--- src/rtl/scored_register_allocator_top_defines.svh ---
// Assertion macros shared by the scored register allocator modules.
// Depends on nothing; the using module provides clk and rst_n.
`ifndef SCORED_REGISTER_ALLOCATOR_TOP_DEFINES_SVH
`define SCORED_REGISTER_ALLOCATOR_TOP_DEFINES_SVH

// Same-cycle implication, checked outside reset.
`define SRA_ASSERT_NOW(lbl, ante, cons, msg) \
  lbl: assert property (@(posedge clk) disable iff (!rst_n) (ante) |-> (cons)) else $error(msg);

// Next-cycle implication, checked outside reset.
`define SRA_ASSERT_NEXT(lbl, ante, cons, msg) \
  lbl: assert property (@(posedge clk) disable iff (!rst_n) (ante) |=> (cons)) else $error(msg);

`endif

--- src/rtl/sra_pkg.sv ---
// Shared types and constants of the scored register allocator.
// Depends on nothing; used by the controller, datapath and top level.
package sra_pkg;

  // Default sizes.
  localparam int P_REG_COUNT  = 256;
  localparam int P_RESERVED   = 4;
  localparam int P_HOT_WINDOW = 32;

  // Fixed field widths.
  localparam int CNT_W = 9;

  // Command codes.
  localparam logic [2:0] CMD_ALLOC = 3'd0;
  localparam logic [2:0] CMD_FREE  = 3'd1;
  localparam logic [2:0] CMD_LOOP  = 3'd2;
  localparam logic [2:0] CMD_HOT   = 3'd3;
  localparam logic [2:0] CMD_SPILL = 3'd4;

  // Status codes.
  localparam logic [1:0] ST_DONE   = 2'd0;
  localparam logic [1:0] ST_NONE   = 2'd1;
  localparam logic [1:0] ST_PINNED = 2'd2;

  // Commands from the controller to the datapath.
  typedef struct packed {
    logic capture;
    logic scan_step;
    logic exec;
    logic load_out;
  } sra_cmd_t;

  // Status from the datapath to the controller.
  typedef struct packed {
    logic scan_last;
    logic out_busy;
  } sra_stat_t;

endpackage

--- src/rtl/sra_ctrl.sv ---
// Controller of the scored register allocator: sequences capture, scan, execute and output.
// Depends on sra_pkg and the assertion macro header.
`include "scored_register_allocator_top_defines.svh"

module sra_ctrl
  import sra_pkg::*;
(
  input  logic       clk,
  input  logic       rst_n,
  input  logic       in_valid,
  input  logic [2:0] in_command,
  output logic       in_stall,
  input  sra_stat_t  stat,
  output sra_cmd_t   cmd
);

  typedef enum logic [2:0] {S_IDLE, S_SCAN, S_SLAST, S_EXEC, S_DONE} state_t;

  state_t state_r;
  logic   accept;

  assign in_stall = (state_r != S_IDLE);
  assign accept   = in_valid && !in_stall;

  // Command decode from the state.
  always_comb begin
    cmd           = '0;
    cmd.capture   = accept;
    cmd.scan_step = (state_r == S_SCAN);
    cmd.exec      = (state_r == S_EXEC);
    cmd.load_out  = (state_r == S_DONE) && !stat.out_busy;
  end

  // State register.
  always_ff @(posedge clk) begin
    if (!rst_n) begin
      state_r <= S_IDLE;
    end else begin
      unique case (state_r)
        S_IDLE: begin
          if (accept) begin
            state_r <= (in_command == CMD_ALLOC) ? S_SCAN : S_EXEC;
          end
        end
        S_SCAN: begin
          if (stat.scan_last) state_r <= S_SLAST;
        end
        S_SLAST: state_r <= S_EXEC;
        S_EXEC:  state_r <= S_DONE;
        S_DONE: begin
          if (!stat.out_busy) state_r <= S_IDLE;
        end
        default: state_r <= S_IDLE;
      endcase
    end
  end

  `SRA_ASSERT_NEXT(a_accept_leaves_idle, accept, state_r != S_IDLE, "accept did not leave idle")
  `SRA_ASSERT_NOW(a_load_only_done, cmd.load_out, state_r == S_DONE, "output load outside done")
  `SRA_ASSERT_NEXT(a_exec_to_done, state_r == S_EXEC, state_r == S_DONE, "execute not followed by done")

endmodule

--- config.mk ---
export PLATFORM = sky130hd
export DESIGN_NAME = sra_ctrl
export DESIGN_NICKNAME = d
export VERILOG_FILES = /design/src/rtl/sra_pkg.sv /design/src/rtl/sra_ctrl.sv
export VERILOG_INCLUDE_DIRS = /design/src /design/src/rtl
export SDC_FILE = /design/constraint.sdc
export NUM_CORES = 1
export LEC_CHECK = 0
export BUFFER_PORTS_ARGS = -buffer_cell sky130_fd_sc_hd__buf_2
export CAP_MARGIN = 20
export CORE_AREA = 2 2 39 41
export CTS_CLUSTER_SIZE = 12
export DETAILED_ROUTE_END_ITERATION = 7
export DIE_AREA = 0 0 41 43
export GPL_TIMING_DRIVEN = 0
export PLACE_DENSITY = 0.33
export SKIP_LAST_GASP = 1
export SLEW_MARGIN = 20
export SYNTH_ARGS = -nofsm -noshare
export SYNTH_HDL_FRONTEND = slang
export SYNTH_SLANG_ARGS = --single-unit
--- constraint.sdc ---
create_clock -name clk -period 1.2 [get_ports clk]
set_input_delay 0.18 -clock clk [delete_from_list [all_inputs] [get_ports clk]]
set_output_delay 0.18 -clock clk [all_outputs]
set_load 0.01 [all_outputs]
==> flow_summary.yaml <==
placed_design:
  globalplace.congestion: 0.590
  hpwl_um: 339
  numPortBuffers: 12
yosys:
  synth_nets: 27
  syn_avg_cell_area_um2: 9.55
  synth_seq_cells: 3
  synth.distinct_cells: 15
  ys_warn_count: 0
  seq_area_frac_synth: 0.331
  synth_area_um2: 181
  synth_cells: 19
drt:
  drc: 0
  wl_per_cell_um: 9.42
  via_count: 213
  wirelength_um: 499
  drtIter0Drc: 2
  routed.top_layer: "met4"
  routed_via_density: 4.02
  dr.pass1.iters: 2
  routed-wl-met3_um: 14
  final_antenna_net_count: 0
  wl_met2_um: 324
  wl_met1_um: 139
layout:
  drive_gt1_frac: 0.676
  final_cell_mix: "11 x buf_2, 3 x clkbuf_4"
  area_delta_synth_final_pct: 91.0
  num-nets-final: 46
  largestRegisters: "state_r: 3 flops"
  multi_input_area_um2: 135
  final_common_cell: "buf_2"
  fillCellCount: 158
  largest-register: "state_r"
  antenna_cells: 0
  regArea_um2: 68.8
  largest_reg_flops: 3
pwr:
  power_mw: 0.444
  p_leak_nw: 0.161
  pwr_density_cell_nw_per_um2: 1280
  ir_drop_uv: 324
sta:
  setup_viol_count_final: 4
  fmax_mhz: 758
  finalCritPeriodShare: 1.10
  setup_ws_ns: -0.119
  skew_ns: 0.000388
  fin_crit_ns: 1.32
  hold_violations: 0
  maxSlewViolCount: 0
  rsz0062_at_grt: "true"
  finalSetupTns_ns: -0.300
  maxSlewHeadroom: 0.836
  worstMarginPinSlew_ns: 0.245
clock_tree:
  tritoncts.num_buffers: 3
  cts_root_buf: "clkbuf_4"
  clk_latency_ns: 0.23
  cts_sinks: 3
  cts_tree: "yes"
  path_clk_slew_ns: 0.04
  hold_buffers: 0
  cts_buffer_depth: 2
  cts_max_level: 1
status:
  outcome: "finished with violations"
  violations: "negative setup slack"
floorplan:
  initial_utilization: 0.131
  die_h_um: 43
  core-area_um2: 1380
  die_area_um2: 1760
  die_w_um: 41
  rows: 14
  ios: 13
global_route:
  grt_pass1_wl_um: 807
  grt_max_degree: 8
  grt_util_all_layers: 0.0802
  antenna_found_initial: 0
  grt_overflow: 0
  grt_pass1_vias: 222
worst_setup_path:
  critPathArrivalTime_ns: 1.14
  required_ns: 1.02
  critPathLaunchType: "flip-flop"
  critPathKind: "reg -> out"
  crit_fanout: 2
  endpoint_kind: "primary output"
flow_run:
  max-cap-violations: 0
min_path:
  hp-class: "in -> reg"
## routing by layer
metal | vias up | track usage
li1 | 107 | -
met1 | 100 | 0.0447
met2 | 4 | 0.122
met3 | 2 | 0.0471
met4 | 0 | 0.120
met5 | - | 0
## power breakdown
part	internal, mW	switching (mW)	total, mW
logic	0.0805	0.0642	0.145
registers	0.114	0.0105	0.125
clock network	0.124	0.0501	0.175
## final cells by class
class	instances	share of cell area
multi-input cells	14	0.390
well taps	16	0.0578
clock buffers	4	0.0758
inverters	1	0.0108
flip-flops and latches	3	0.199
repair buffers	15	0.267
## Yosys cell counts
library cell | count | area [um2]
dfxtp_1 | 3 | 60.1
nand2b_1 | 2 | 12.5
o21a_1 | 2 | 15.0
a211oi_1 | 1 | 7.51
a221oi_1 | 1 | 8.76
and3b_1 | 1 | 8.76
and4bb_1 | 1 | 12.5
buf_4 | 1 | 7.51
inv_1 | 1 | 3.75
nor2_1 | 1 | 3.75
nor2_2 | 1 | 6.26
nor3b_1 | 1 | 7.51
nor4b_1 | 1 | 8.76
o31ai_1 | 1 | 7.51
or3_4 | 1 | 11.3
## path summary, 6_finish.rpt
kind / from / end / cells past startpoint / slack, ns
worst max-delay path: state_r[0] / cmd[3] / 3 / -0.12
worst min register to register: state_r[2] / state_r[1] / 2 / 0.60
worst min-delay path: rst_n / state_r[2] / 2 / 0.17
worst max register to register: state_r[1] / state_r[0] / 3 / 0.22
## repair_timing
item	4_1_cts	5_1_grt
endpoints found under the setup margin	5	5
pin swaps	3	3
setup buffers	3	0
resized for setup	8	3
cloned	0	0
## worst max-delay path, stage by stage (launching register included)
cell and delay (ns):
dfxtp_4 0.33, or3_4 0.39, nor2_4 0.09, buf_6 0.10
## cell families after synthesis
logic type / share of synthesized area
AOI/OAI and AO/OA: 0.214
buffers and inverters: 0.0621
DFF: 0.331
and+or+nand+nor: 0.393
## stage by stage
stage	std cells	instance area, um2	hold slack, ns	worst slack [ns]	util
after detailed placement	47	262	0.412	-0.0296	0.189
after CTS	53	333	0.166	-0.169	0.241
after floorplan	19	181	0.297	0.0783	-
final	53	347	0.172	-0.119	0.250
after global placement	47	262	0.407	-0.0215	0.189
after global routing	53	347	0.173	-0.165	0.250
Power figures use the tool's default switching activity.
